[src/rtl/t2u_pkg.sv]
// Shared constants, character codes and types of the text to u64 parser.
package t2u_pkg;

  // Sizes of the fields and of the character counter.
  localparam int MAX_OFFSET = 4095;
  localparam int CNT_W      = $clog2(MAX_OFFSET + 1);
  localparam int OFS_W      = 12;
  localparam int VAL_W      = 64;
  localparam int BASE_W     = 6;
  localparam int DIG_W      = 6;
  localparam int PROD_W     = VAL_W + BASE_W;

  // Character codes.
  localparam logic [7:0] CH_ZERO   = 8'h30;
  localparam logic [7:0] CH_NINE   = 8'h39;
  localparam logic [7:0] CH_UP_A   = 8'h41;
  localparam logic [7:0] CH_UP_Z   = 8'h5A;
  localparam logic [7:0] CH_LO_A   = 8'h61;
  localparam logic [7:0] CH_LO_Z   = 8'h7A;
  localparam logic [7:0] CH_UP_X   = 8'h58;
  localparam logic [7:0] CH_LO_X   = 8'h78;
  localparam logic [7:0] CH_UP_B   = 8'h42;
  localparam logic [7:0] CH_LO_B   = 8'h62;
  localparam logic [7:0] CH_PLUS   = 8'h2B;
  localparam logic [7:0] CH_MINUS  = 8'h2D;
  localparam logic [7:0] CH_SPACE  = 8'h20;
  localparam logic [7:0] CH_TAB    = 8'h09;
  localparam logic [7:0] CH_CR     = 8'h0D;
  // Offsets that map letters to digit values ten and up.
  localparam logic [7:0] UP_DIG_OFS = CH_UP_A - 8'd10;
  localparam logic [7:0] LO_DIG_OFS = CH_LO_A - 8'd10;

  // Radix codes.
  localparam logic [BASE_W-1:0] BASE_AUTO = 6'd0;
  localparam logic [BASE_W-1:0] BASE_2    = 6'd2;
  localparam logic [BASE_W-1:0] BASE_8    = 6'd8;
  localparam logic [BASE_W-1:0] BASE_10   = 6'd10;
  localparam logic [BASE_W-1:0] BASE_16   = 6'd16;

  // Parse phase, one-hot.
  typedef enum logic [4:0] {
    PH_IDLE   = 5'b00001,
    PH_WS     = 5'b00010,
    PH_SIGNED = 5'b00100,
    PH_ZERO   = 5'b01000,
    PH_DIGITS = 5'b10000
  } phase_t;

  // Parser state carried from one item to the next.
  typedef struct packed {
    phase_t             phase;
    logic [VAL_W-1:0]   acc;
    logic [BASE_W-1:0]  base;
    logic               minus;
    logic               ovf;
    logic               dseen;
    logic [CNT_W-1:0]   count;
  } t2u_state_t;

  // One conversion result.
  typedef struct packed {
    logic               overflowed;
    logic               any_digits;
    logic [OFS_W-1:0]   end_offset;
    logic [VAL_W-1:0]   value;
  } t2u_result_t;

endpackage

[src/rtl/t2u_step.sv]
// Next-state and result logic for one character of the parser.
module t2u_step (
  input  t2u_pkg::t2u_state_t             cur,
  input  logic [7:0]                      ch,
  input  logic                            start,
  input  logic [t2u_pkg::BASE_W-1:0]      cfg_base,
  output t2u_pkg::t2u_state_t             nxt,
  output logic                            emit,
  output t2u_pkg::t2u_result_t            res
);
  import t2u_pkg::*;

  t2u_state_t         eff;
  t2u_state_t         nxt_pre;
  logic               is_space;
  logic               is_num;
  logic               is_upper;
  logic               is_lower;
  logic [DIG_W-1:0]   dval;
  logic               first_zero;
  logic               take_first;
  logic               do_digit;
  logic               dig_ok;
  logic [BASE_W-1:0]  dig_base;
  logic [VAL_W-1:0]   acc_in;
  logic               ovf_in;
  logic               dseen_in;
  logic [PROD_W-1:0]  prod;
  logic               ovf_now;

  // Character classes and digit value.
  always_comb begin
    is_space = (ch == CH_SPACE) || ((ch >= CH_TAB) && (ch <= CH_CR));
    is_num   = (ch >= CH_ZERO) && (ch <= CH_NINE);
    is_upper = (ch >= CH_UP_A) && (ch <= CH_UP_Z);
    is_lower = (ch >= CH_LO_A) && (ch <= CH_LO_Z);
    if (is_num) begin
      dval = DIG_W'(ch - CH_ZERO);
    end else if (is_upper) begin
      dval = DIG_W'(ch - UP_DIG_OFS);
    end else begin
      dval = DIG_W'(ch - LO_DIG_OFS);
    end
  end

  // Phase decode: a start request restarts the state before the character is parsed.
  always_comb begin
    eff = cur;
    if (start) begin
      eff.phase = PH_WS;
      eff.acc   = '0;
      eff.base  = cfg_base;
      eff.minus = 1'b0;
      eff.ovf   = 1'b0;
      eff.dseen = 1'b0;
      eff.count = '0;
    end

    nxt_pre    = eff;
    do_digit   = 1'b0;
    take_first = 1'b0;
    dig_base   = eff.base;
    acc_in     = eff.acc;
    ovf_in     = eff.ovf;
    dseen_in   = eff.dseen;
    first_zero = (ch == CH_ZERO) &&
                 ((eff.base == BASE_AUTO) || (eff.base == BASE_16) || (eff.base == BASE_2));

    unique case (eff.phase)
      PH_WS: begin
        if (is_space) begin
          nxt_pre.phase = PH_WS;
        end else if (ch == CH_MINUS) begin
          nxt_pre.minus = 1'b1;
          nxt_pre.phase = PH_SIGNED;
        end else if (ch == CH_PLUS) begin
          nxt_pre.phase = PH_SIGNED;
        end else begin
          take_first = 1'b1;
        end
      end
      PH_SIGNED: begin
        take_first = 1'b1;
      end
      PH_ZERO: begin
        if (((ch == CH_LO_X) || (ch == CH_UP_X)) &&
            ((eff.base == BASE_AUTO) || (eff.base == BASE_16))) begin
          nxt_pre.base  = BASE_16;
          nxt_pre.phase = PH_DIGITS;
        end else if (((ch == CH_LO_B) || (ch == CH_UP_B)) &&
                     ((eff.base == BASE_AUTO) || (eff.base == BASE_2))) begin
          nxt_pre.base  = BASE_2;
          nxt_pre.phase = PH_DIGITS;
        end else begin
          // The leading zero counts as a digit of an octal or plain number.
          do_digit = 1'b1;
          dig_base = (eff.base == BASE_AUTO) ? BASE_8 : eff.base;
          acc_in   = '0;
          dseen_in = 1'b1;
        end
      end
      PH_DIGITS: begin
        do_digit = 1'b1;
      end
      default: begin
        nxt_pre.phase = eff.phase;
      end
    endcase

    // First significant character: a zero may open a prefix.
    if (take_first) begin
      if (first_zero) begin
        nxt_pre.phase = PH_ZERO;
      end else begin
        do_digit = 1'b1;
        dig_base = (eff.base == BASE_AUTO) ? BASE_10 : eff.base;
      end
    end
  end

  // Multiply-accumulate; the value overflows when the product leaves 64 bits.
  assign dig_ok  = (is_num || is_upper || is_lower) && (dval < dig_base);
  assign prod    = ({BASE_W'(0), acc_in} * {VAL_W'(0), dig_base}) + PROD_W'(dval);
  assign ovf_now = |prod[PROD_W-1:VAL_W];

  // Digit step or termination, then the character count.
  always_comb begin
    nxt  = nxt_pre;
    emit = 1'b0;
    if (do_digit) begin
      nxt.base  = dig_base;
      nxt.phase = PH_DIGITS;
      nxt.dseen = dseen_in;
      nxt.ovf   = ovf_in;
      nxt.acc   = acc_in;
      if (dig_ok) begin
        nxt.dseen = 1'b1;
        nxt.ovf   = ovf_in || ovf_now;
        if (!(ovf_in || ovf_now)) begin
          nxt.acc = prod[VAL_W-1:0];
        end
      end else begin
        emit      = 1'b1;
        nxt.phase = PH_IDLE;
      end
    end
    // Count characters of an open string up to the saturation limit.
    if ((eff.phase != PH_IDLE) && !emit && (eff.count < CNT_W'(MAX_OFFSET))) begin
      nxt.count = eff.count + CNT_W'(1);
    end
  end

  // Result fields as seen at the terminating character.
  always_comb begin
    if (ovf_in) begin
      res.value = '1;
    end else if (eff.minus) begin
      res.value = VAL_W'(0) - acc_in;
    end else begin
      res.value = acc_in;
    end
    res.end_offset = dseen_in ? OFS_W'(eff.count) : '0;
    res.any_digits = dseen_in;
    res.overflowed = ovf_in;
  end

endmodule

[src/rtl/t2u_out_fifo.sv]
// Two-entry result buffer between the parser and the output channel.
module t2u_out_fifo (
  input  logic                  clk,
  input  logic                  rst,
  input  logic                  push,
  input  t2u_pkg::t2u_result_t  din,
  output logic                  full,
  output logic                  out_valid,
  input  logic                  out_ready,
  output t2u_pkg::t2u_result_t  dout
);
  import t2u_pkg::*;

  t2u_result_t mem [2];
  logic        wr_ptr;
  logic        rd_ptr;
  logic [1:0]  cnt;
  logic        pop;

  assign pop       = out_valid && out_ready;
  assign full      = (cnt == 2'd2);
  assign out_valid = (cnt != 2'd0);
  assign dout      = mem[rd_ptr];

  // Storage; payload needs no reset.
  always_ff @(posedge clk) begin
    if (push) begin
      mem[wr_ptr] <= din;
    end
  end

  // Pointers and occupancy.
  always_ff @(posedge clk) begin
    if (rst) begin
      wr_ptr <= 1'b0;
      rd_ptr <= 1'b0;
      cnt    <= 2'd0;
    end else begin
      if (push) begin
        wr_ptr <= ~wr_ptr;
      end
      if (pop) begin
        rd_ptr <= ~rd_ptr;
      end
      if (push && !pop) begin
        cnt <= cnt + 2'd1;
      end else if (pop && !push) begin
        cnt <= cnt - 2'd1;
      end
    end
  end

  // The buffer is never written while full, and occupancy stays in range.
  assert property (@(posedge clk) disable iff (rst) full |-> !push)
    else $error("result buffer written while full");
  assert property (@(posedge clk) disable iff (rst) cnt != 2'd3)
    else $error("result buffer occupancy out of range");
  assert property (@(posedge clk) disable iff (rst)
                   (push && !pop) |=> (cnt == $past(cnt) + 2'd1))
    else $error("result buffer count missed a write");

endmodule

[src/rtl/text_to_u64_parser.sv]
// Top level of the streaming text to unsigned 64-bit parser.
//
// Usage: characters enter on the s_ channel one item per character, the
// byte code in s_tdata and a start flag in s_tuser that opens a new string.
// Leading whitespace and one sign are skipped, a 0x or 0b prefix is taken,
// and digits below the radix are accumulated. The first character that is
// not a digit closes the string and produces one result item on the m_
// channel; strings that are restarted before they close give no result.
// The radix is written through cfg_wr_en/cfg_wr_data while the block is
// idle and is latched at each start; 0 selects it from the prefix.
// Throughput is one character per cycle while s_tready is high. The parse
// step is a single 64 x 6 multiply-add between the state registers and a
// two-entry result buffer, so a result is in the buffer in the cycle after its
// terminating character is accepted. When the receiver stalls, up to two
// results are held and s_tready drops only when both entries are occupied.
// Reset sets the radix to ten, closes any open string and empties the buffer.
module text_to_u64_parser (
  input  logic                       clk,
  input  logic                       rst,
  input  logic                       cfg_wr_en,
  input  logic [t2u_pkg::BASE_W-1:0] cfg_wr_data,  // number_base
  input  logic                       s_tvalid,
  output logic                       s_tready,
  input  logic [7:0]                 s_tdata,      // ch
  input  logic [0:0]                 s_tuser,      // start_req
  output logic                       m_tvalid,
  input  logic                       m_tready,
  output logic [79:0]                m_tdata,      // value, end_offset, zero fill
  output logic [1:0]                 m_tuser       // any_digits, overflowed
);
  import t2u_pkg::*;

  logic [BASE_W-1:0] number_base;
  t2u_state_t        st;
  t2u_state_t        st_next;
  logic              emit;
  logic              accept;
  logic              push;
  logic              full;
  t2u_result_t       res;
  t2u_result_t       out_res;

  assign accept   = s_tvalid && s_tready;
  assign s_tready = !full;
  assign push     = accept && emit;

  // Parse step for the character on the input channel.
  t2u_step u_step (
    .cur      (st),
    .ch       (s_tdata),
    .start    (s_tuser[0]),
    .cfg_base (number_base),
    .nxt      (st_next),
    .emit     (emit),
    .res      (res)
  );

  // Radix register and parser state.
  always_ff @(posedge clk) begin
    if (rst) begin
      number_base <= BASE_10;
      st.phase    <= PH_IDLE;
      st.acc      <= '0;
      st.base     <= '0;
      st.minus    <= 1'b0;
      st.ovf      <= 1'b0;
      st.dseen    <= 1'b0;
      st.count    <= '0;
    end else begin
      if (cfg_wr_en) begin
        number_base <= cfg_wr_data;
      end
      if (accept) begin
        st <= st_next;
      end
    end
  end

  // Result buffer and output packing.
  t2u_out_fifo u_out (
    .clk       (clk),
    .rst       (rst),
    .push      (push),
    .din       (res),
    .full      (full),
    .out_valid (m_tvalid),
    .out_ready (m_tready),
    .dout      (out_res)
  );

  assign m_tdata = {4'b0000, out_res.end_offset, out_res.value};
  assign m_tuser = {out_res.overflowed, out_res.any_digits};

  // A result closes the string; a flagged overflow reads all ones; no digits reads zero.
  assert property (@(posedge clk) disable iff (rst) push |=> (st.phase == PH_IDLE))
    else $error("string still open after its result");
  assert property (@(posedge clk) disable iff (rst)
                   (m_tvalid && m_tuser[1]) |-> (m_tdata[63:0] == '1))
    else $error("overflow result is not all ones");
  assert property (@(posedge clk) disable iff (rst)
                   (m_tvalid && !m_tuser[0]) |-> ((m_tdata[75:0] == '0) && !m_tuser[1]))
    else $error("result without digits is not zero");

endmodule

[config.mk]
export PLATFORM = sky130hd
export DESIGN_NAME = text_to_u64_parser
export DESIGN_NICKNAME = d
export VERILOG_FILES = /design/src/rtl/t2u_pkg.sv /design/src/rtl/t2u_step.sv /design/src/rtl/t2u_out_fifo.sv /design/src/rtl/text_to_u64_parser.sv
export SDC_FILE = /design/constraint.sdc
export NUM_CORES = 2
export LEC_CHECK = 0
export BUFFER_PORTS_ARGS = -buffer_cell sky130_fd_sc_hd__buf_2
export CORE_MARGIN = 3
export CORE_UTILIZATION = 35
export DETAILED_ROUTE_END_ITERATION = 8
export GPL_TIMING_DRIVEN = 0
export PLACE_DENSITY = 0.48
export SYNTH_ARGS = -nofsm -noshare
export SYNTH_HDL_FRONTEND = slang
export SYNTH_SLANG_ARGS = --single-unit
[constraint.sdc]
create_clock -name clk -period 13.1 [get_ports clk]
set_input_delay 2.62 -clock clk [delete_from_list [all_inputs] [get_ports clk]]
set_output_delay 2.62 -clock clk [all_outputs]
set_load 0.03 [all_outputs]
# --- Yosys cells after proc, flatten, opt, wreduce, memory -nomap -nowiden ---
# Memories as Yosys holds them, arrays and structs flattened. A register that Yosys moved wholly into a read port is not among the register bits.
# Index checks and enable logic that the tools add are counted.
totals:
  mem_bits_rw: 156
  regBits: 100
  output_inout_bits: 84
  n_memories: 1
  inputBits: 20
mem_list:
  columns: ["name", "words", "word_bits", "rd", "rd_clocked_by_memory_dff", "write_ports", "line_no", "rtl"]
  rows:
  - ["u_out.mem", 2, 78, 1, 1, 1, "t2u_out_fifo.sv:14", "t2u_result_t mem [2];"]
classes:
  muxes: 57
  order_cmp: 10
  reduce_logical: 32
  addsub: 8
  multipliers: 1
  n_eq_ne: 16
  bitwise: 2
ops:
  columns: ["op", "n"]
  rows:
  - ["64-bit 2-to-1 mux", 7]
  - ["90-bit 2-to-1 mux", 1]
  - ["75-bit 2-to-1 mux", 1]
  - ["6-bit 2-to-1 mux", 12]
  - ["70-bit by 6-bit adder with 70-bit output", 1]
  - ["64-bit by 6-bit multiplier with 70-bit output", 1]
  - ["1-bit by 64-bit subtractor with 64-bit output, first input constant", 1]
  - ["5-bit 2-to-1 mux", 8]
  - ["8-bit by 6-bit equality test with 1-bit output, second input constant", 4]
  - ["8-bit by 7-bit equality test with 1-bit output, second input constant", 4]
  - ["12-bit 2-to-1 mux", 2]
  - ["1-bit 2-to-1 mux", 19]
  - ["8-bit by 7-bit greater-or-equal comparator with 1-bit output, second input constant", 2]
  - ["8-bit by 7-bit less-or-equal comparator with 1-bit output, second input constant", 2]
  - ["1-bit logical AND", 15]
  - ["12-bit by 1-bit adder with 12-bit output, second input constant", 1]
  - ["12-bit less-than comparator, second input constant", 1]
  - ["6-bit subtractor, second input constant", 2]
  - ["5-bit one-hot mux with 2 select lines", 1]
  - ["1-bit logical OR", 9]
  - ["8-bit by 4-bit greater-or-equal comparator with 1-bit output, second input constant", 1]
  - ["8-bit by 6-bit greater-or-equal comparator with 1-bit output, second input constant", 1]
  - ["8-bit by 4-bit less-or-equal comparator with 1-bit output, second input constant", 1]
  - ["8-bit by 6-bit less-or-equal comparator with 1-bit output, second input constant", 1]
  - ["19 further kinds", 28]

# --- Logic depth before layout (Yosys ltp) ---
depth:
  word_depth: 18
  ltp_mapped: 33

# --- Hierarchy ---
# A second synthesis with hierarchy kept.
unflattened:
  cells_unflattened: 3027
  area_unflattened_um2: 27931.8
by_module_without_submodules:
  columns: ["module", "seq_area_each_um2", "cells_per_inst", "instances", "area_per_inst_um2"]
  rows:
  - ["t2u_step", 0.0, 2325, 1, 17625.7]
  - ["t2u_out_fifo", 4784.6, 265, 1, 5916.9]
  - ["text_to_u64_parser", 1921.8, 437, 1, 4389.2]

# --- Least setup slack after synthesis ---
# Ideal clock, no wire load.
synth_timing:
  path_type: "input-to-reg"
  startpoint: "in s_tdata[0]"
  endpoint: "mem u_out.mem[0][0] in the netlist's numbering (enable)"
  setup_slack_ps: 2075
  setup_time_ps: 610
  arrival_ps: 10415
  path_stages: 16
  path_cell_list: "inv_1 -> ha_1 -> nand3b_1 -> a21oi_1 -> and4b_1 -> o31a_1 -> o22ai_1 -> nand3_1 -> o21ai_0 -> inv_2 -> buf_1 -> ha_1 -> nand4_1 -> a21oi_1 -> a2111oi_1 -> nor3_1"
synth_via:
  elab_chain_cells: 15
  word_cells_on_any_way: 54
synth_lines:
  columns: ["item", "line_no", "rtl"]
  rows:
  - ["start, declared", "text_to_u64_parser.sv:24", "input logic [7:0] s_tdata,"]
  - ["branches (longest 11 deep; another with 8-bit by 4-bit greater-or-equal comparator with 1-bit output)", null, null]
  - ["1-bit 2-to-1 mux (*)", "t2u_step.sv:130", "if (do_digit) begin"]
  - ["1-bit logical AND (*)", "text_to_u64_parser.sv:45", "assign push = accept && emit;"]
  - ["1-bit 2-to-1 mux (*)", "t2u_out_fifo.sv:27", "if (push) begin"]
  - ["1-bit 2-to-1 mux (not written as such) (*)", "t2u_out_fifo.sv:28", "mem[wr_ptr] <= din;"]
  - ["end, declared", "t2u_out_fifo.sv:14", null]
# Mark *: on every way between the ends.

# --- Worst setup path in the final report ---
layout_timing:
  startpoint: "in s_tuser"
  endpoint: "reg st[82] in the netlist's numbering"
layout_via:
  elab_chain_cells: 16
  word_cells_on_any_way: 39
layout_lines:
  columns: ["item", "line_no", "rtl"]
  rows:
  - ["start, declared", "text_to_u64_parser.sv:25", "input logic [0:0] s_tuser,"]
  - ["90-bit 2-to-1 mux (*)", "t2u_step.sv:49", "if (start) begin"]
  - ["6-bit by 2-bit equality test with 1-bit output / 6-bit logical NOT (equally long branches)", "t2u_step.sv:67, t2u_step.sv:91, t2u_step.sv:87", null]
  - ["1-bit logical OR", "t2u_step.sv:91", "((eff.base == BASE_AUTO) || (eff.base == BASE_2))) begin"]
  - ["1-bit logical AND", "t2u_step.sv:90", "end else if (((ch == CH_LO_B) || (ch == CH_UP_B)) &&"]
  - ["6-bit 2-to-1 mux", "t2u_step.sv:90", null]
  - ["6-bit 2-to-1 mux", "t2u_step.sv:86", "if (((ch == CH_LO_X) || (ch == CH_UP_X)) &&"]
  - ["6-bit 2-to-1 mux", "t2u_step.sv:69", "unique case (eff.phase)"]
  - ["6-bit 2-to-1 mux", "t2u_step.sv:112", "if (first_zero) begin"]
  - ["6-bit 2-to-1 mux", "t2u_step.sv:111", "if (take_first) begin"]
  - ["64-bit by 6-bit multiplier with 70-bit output", "t2u_step.sv:123", "assign prod = ({BASE_W'(0), acc_in} * {VAL_W'(0), dig_base}) + PROD_W'(dval);"]
  - ["70-bit by 6-bit adder with 70-bit output", "t2u_step.sv:123", null]
  - ["6-bit OR reduction", "t2u_step.sv:124", "assign ovf_now = |prod[PROD_W-1:VAL_W];"]
  - ["1-bit logical OR", "t2u_step.sv:139", "if (!(ovf_in || ovf_now)) begin"]
  - ["64-bit 2-to-1 mux", "t2u_step.sv:139", null]
  - ["64-bit 2-to-1 mux", "t2u_step.sv:136", "if (dig_ok) begin"]
  - ["75-bit 2-to-1 mux (*)", "t2u_step.sv:130", null]
  - ["end signal, assigned", "text_to_u64_parser.sv:74", "st <= st_next;"]
  - ["end, declared", "text_to_u64_parser.sv:34", "t2u_state_t st;"]
# Mark *: on every way between the ends. The rest lies on a longest branch, timed or not.
# A chain may end at the register's enable or synchronous reset.

==> impl_summary.log <==
[metrics] run status: completed
[metrics] Inserted Clock Buffers: 25
[metrics] root buffer cell: clkbuf_16
[metrics] area of the die: 0.0751 mm^2
[metrics] total congestion overflow: 0
[metrics] detailed-route wire length per cell: 25.1 um
[metrics] highest net fanout along the worst path: 10
[metrics] commonest cells after routing, fill and taps aside: nor3_1 (344), fa_1 (252), nor2_1 (206)
[metrics] final cell area excluding filler cells: 0.0278 mm^2
[metrics] flip-flop and latch area: 0.00671 mm^2
[metrics] area of the core region: 0.0706 mm^2
[metrics] starting utilization of the core area: 35.6%
[metrics] number of antenna diodes: 0
[metrics] distinct cell type count after synthesis: 84
[metrics] maximum number of pins on one net before global-route repair: 43
[metrics] portion of the clock cycle consumed by the worst path in the final layout: 95.9%
[metrics] Critical Setup Path Class: input pin to register
[metrics] IR drop worst, VDD: 0.115 mV
[metrics] H-tree level count: 1
[metrics] number of setup violations in the final report: 0
[metrics] dpl cell area: 0.0270 mm^2
[metrics] Filler cells: 7,224
[metrics] Via-to-Cell Ratio: 5.77
[metrics] total number of clock tree sinks: 257
[metrics] placed cell count: 3,779
[metrics] peak clock frequency supported by timing: 0.0796 GHz
[metrics] global-route wire length before repair: 143,000 um
[metrics] final hold vios: 0
[metrics] crit path time final: 12.57 ns
[metrics] Power Density: 87.0 mW/mm^2
[metrics] Iteration-0 DRC Markers: 2,091
[metrics] clock tree buffer depth: 3
[metrics] worst-skew pair later-pin latency: 0.54 ns
[metrics] commonest non-fill, non-tap cell in the layout: nor3_1
[metrics] DP Wirelength: 79,900 um
[metrics] post-synth top area share: 20.1%
[metrics] Die Span Y: 274 um
[metrics] headroom to the max-slew limit: 19.9%
[metrics] data arrival time of the critical path: 13.01 ns
[metrics] static leakage: 0.0114 uW
[metrics] class of the most critical hold timing path: register to register
[metrics] count of nets after finishing: 3,302
[metrics] hold-fix buffers at CTS: 0
[metrics] Pre-antenna DRT Iters: 6
[metrics] max cap viols: 0
[metrics] cell type of the slowest stage on the worst timing path: clkbuf_1
[metrics] final max-slew violation count: 0
[metrics] IO Pins: 104
[metrics] RSZ-0062 raised after global routing: false
[metrics] library cell with the largest summed area after synthesis: fa_1
[metrics] required time reported for the critical path endpoint: 13.54 ns
[metrics] Setup Skew: 0.0174 ns
[metrics] Max stage delay on crit path: 0.69 ns
[metrics] number of rows created at floorplan: 97
[metrics] post-route ant nets: 0
[metrics] Via Count: 22,060
[metrics] global placer's final weighted congestion: 0.955
[metrics] sequential element share of the synthesized area: 26.7%
[metrics] flip-flop cell with the highest count after synthesis: edfxtp_1
[metrics] average size of a mapped cell: 9.22 um^2
[metrics] combined global-route utilization of all metal layers: 25.3%
[metrics] Port Buf Inserts: 97
[metrics] flip-flop and latch count after synthesis: 257
[metrics] combined area of all synthesized cells: 0.0251 mm^2
[metrics] slew of the pin with the lowest slew margin: 1.20 ns
[metrics] width of the die: 274 um
[metrics] Synthesis Warnings: 0
[metrics] area grow syn2layout: 10.7%
[metrics] endpoint type of the worst setup path: register
[metrics] fraction of final layout cells with drive strength greater than 1: 9.71%
[metrics] detailed-route wire length: 96,100 um
[metrics] total area of multi-input combinational cells: 0.0172 mm^2
[metrics] Synth Instances: 2,728
[metrics] number of DRC violations after detailed routing: 0
[metrics] Area contributors post-synth: fa_1 (20%), edfxtp_1 (19%), ha_1 (8.2%), dfxtp_1 (8.0%), nor3_1 (6.9%)
[metrics] clock transition at the register clock pins on the worst setup and hold paths after CTS: 0.07 ns
[metrics] number of global-route vias before repair: 21,914
[metrics] TritonCTS clock tree: built
[metrics] Finished Layout Cells: 3,824
[metrics] number of antenna violations at the first check in global routing: 0
[metrics] number of flops mapped to enable cells by yosys: 156
[metrics] Setup crit start kind: input pin
[metrics] setup TNS: 0 ns
[metrics] Post-synth ARST share: 0%
-- power breakdown --
| group | internal (uW) | switching, uW | total [uW] |
|---|---|---|---|
| clock | 435 | 323 | 757 |
| combinational | 213 | 524 | 737 |
| sequential | 910 | 18.9 | 929 |
-- kinds of logic after synthesis --
family,synth area share [%]
AND/OR/NAND/NOR,18.4
XOR/XNOR,3.66
other,0.0149
multiplexers,4.17
adder cells (fa/ha/maj),28.2
buffers and inverters,5.09
flip-flops,26.7
AO/OA/AOI/OAI,13.8
-- layer usage --
layer	wire [um]	up-vias	track usage [%]	part of all wire [%]
li1	-	10083	-	-
met1	43100	10901	35.8	45
met2	40800	912	37.9	42
met3	8420	164	6.04	8.8
met4	3720	0	8.48	3.9
met5	0	-	0	0
-- sequential cells by signal (all words and copies together), names as in the netlist, named ones only --
name          count
u_out.mem       156
u_out.rd_ptr      1
u_out.cnt         2
u_out.wr_ptr      1
number_base       6
st               90
-- final timing paths --
path,startpoint,to,slack [ns],cells after the start
max,s_tuser,st[82],0.53,30
min,st[13],st[13],0.47,2
max reg2reg,st[89],st[82],2.53,28
min reg2reg,st[13],st[13],0.47,2
-- critical path: cells and delay by family --
kind                       cells  cell delay (ns)
and+or+nand+nor                4             1.41
adders and majority gates      5             2.42
buffers and inverters         10             2.60
AOI/OAI and AO/OA             11             3.92
-- cell usage after synthesis (all sizes together) (5+ instances only) --
cell    count
nor3      345
fa        252
nor2      207
nand2     199
ha        164
a21oi     161
edfxtp    156
clkbuf    152
o21ai     143
inv       135
dfxtp     101
mux2       84
o22ai      67
xnor2      55
xor2       50
nand4      43
nand3      33
buf        31
nor4       26
a21o       24
a31oi      21
nor2b      21
and3       17
a211oi     15
clkinv     13
o211ai     13
o21a       13
a221o      12
and2       12
a211o      11
a22oi      10
mux2i      10
or3        10
nand3b      9
o21bai      9
or4         9
nand2b      8
o221ai      8
o31ai       8
or2         8
a21boi      6
and4        5
o41ai       5
-- area by class of cell --
type	count	area share (%)
Clock inverter	18	0.660
Inverter	148	1.99
Sequential cell	257	24.1
Buffer	183	2.61
Clock buffer	27	2.43
Tap cell	940	4.22
Timing Repair Buffer	108	2.25
Multi-Input combinational cell	2143	61.8
-- metrics by stage --
stage	power (uW)	setup WS (ns)	utilization, %	hold WS, ns
floorplan	1430	2.07	-	0.432
global placement	1680	-3.35	38.0	0.446
detailed placement	1680	-0.906	38.2	0.460
CTS	2440	0.124	39.4	0.470
global route	2520	0.120	39.4	0.495
finish	2420	0.533	39.4	0.465
-- what timing repair did --
item                                    CTS  global route
buffers inserted                          0             0
hold endpoints to repair                  0             0
resized for setup                         1             5
endpoints found under the setup margin   60            59
Note: power is estimated with default switching activity, not from simulation.
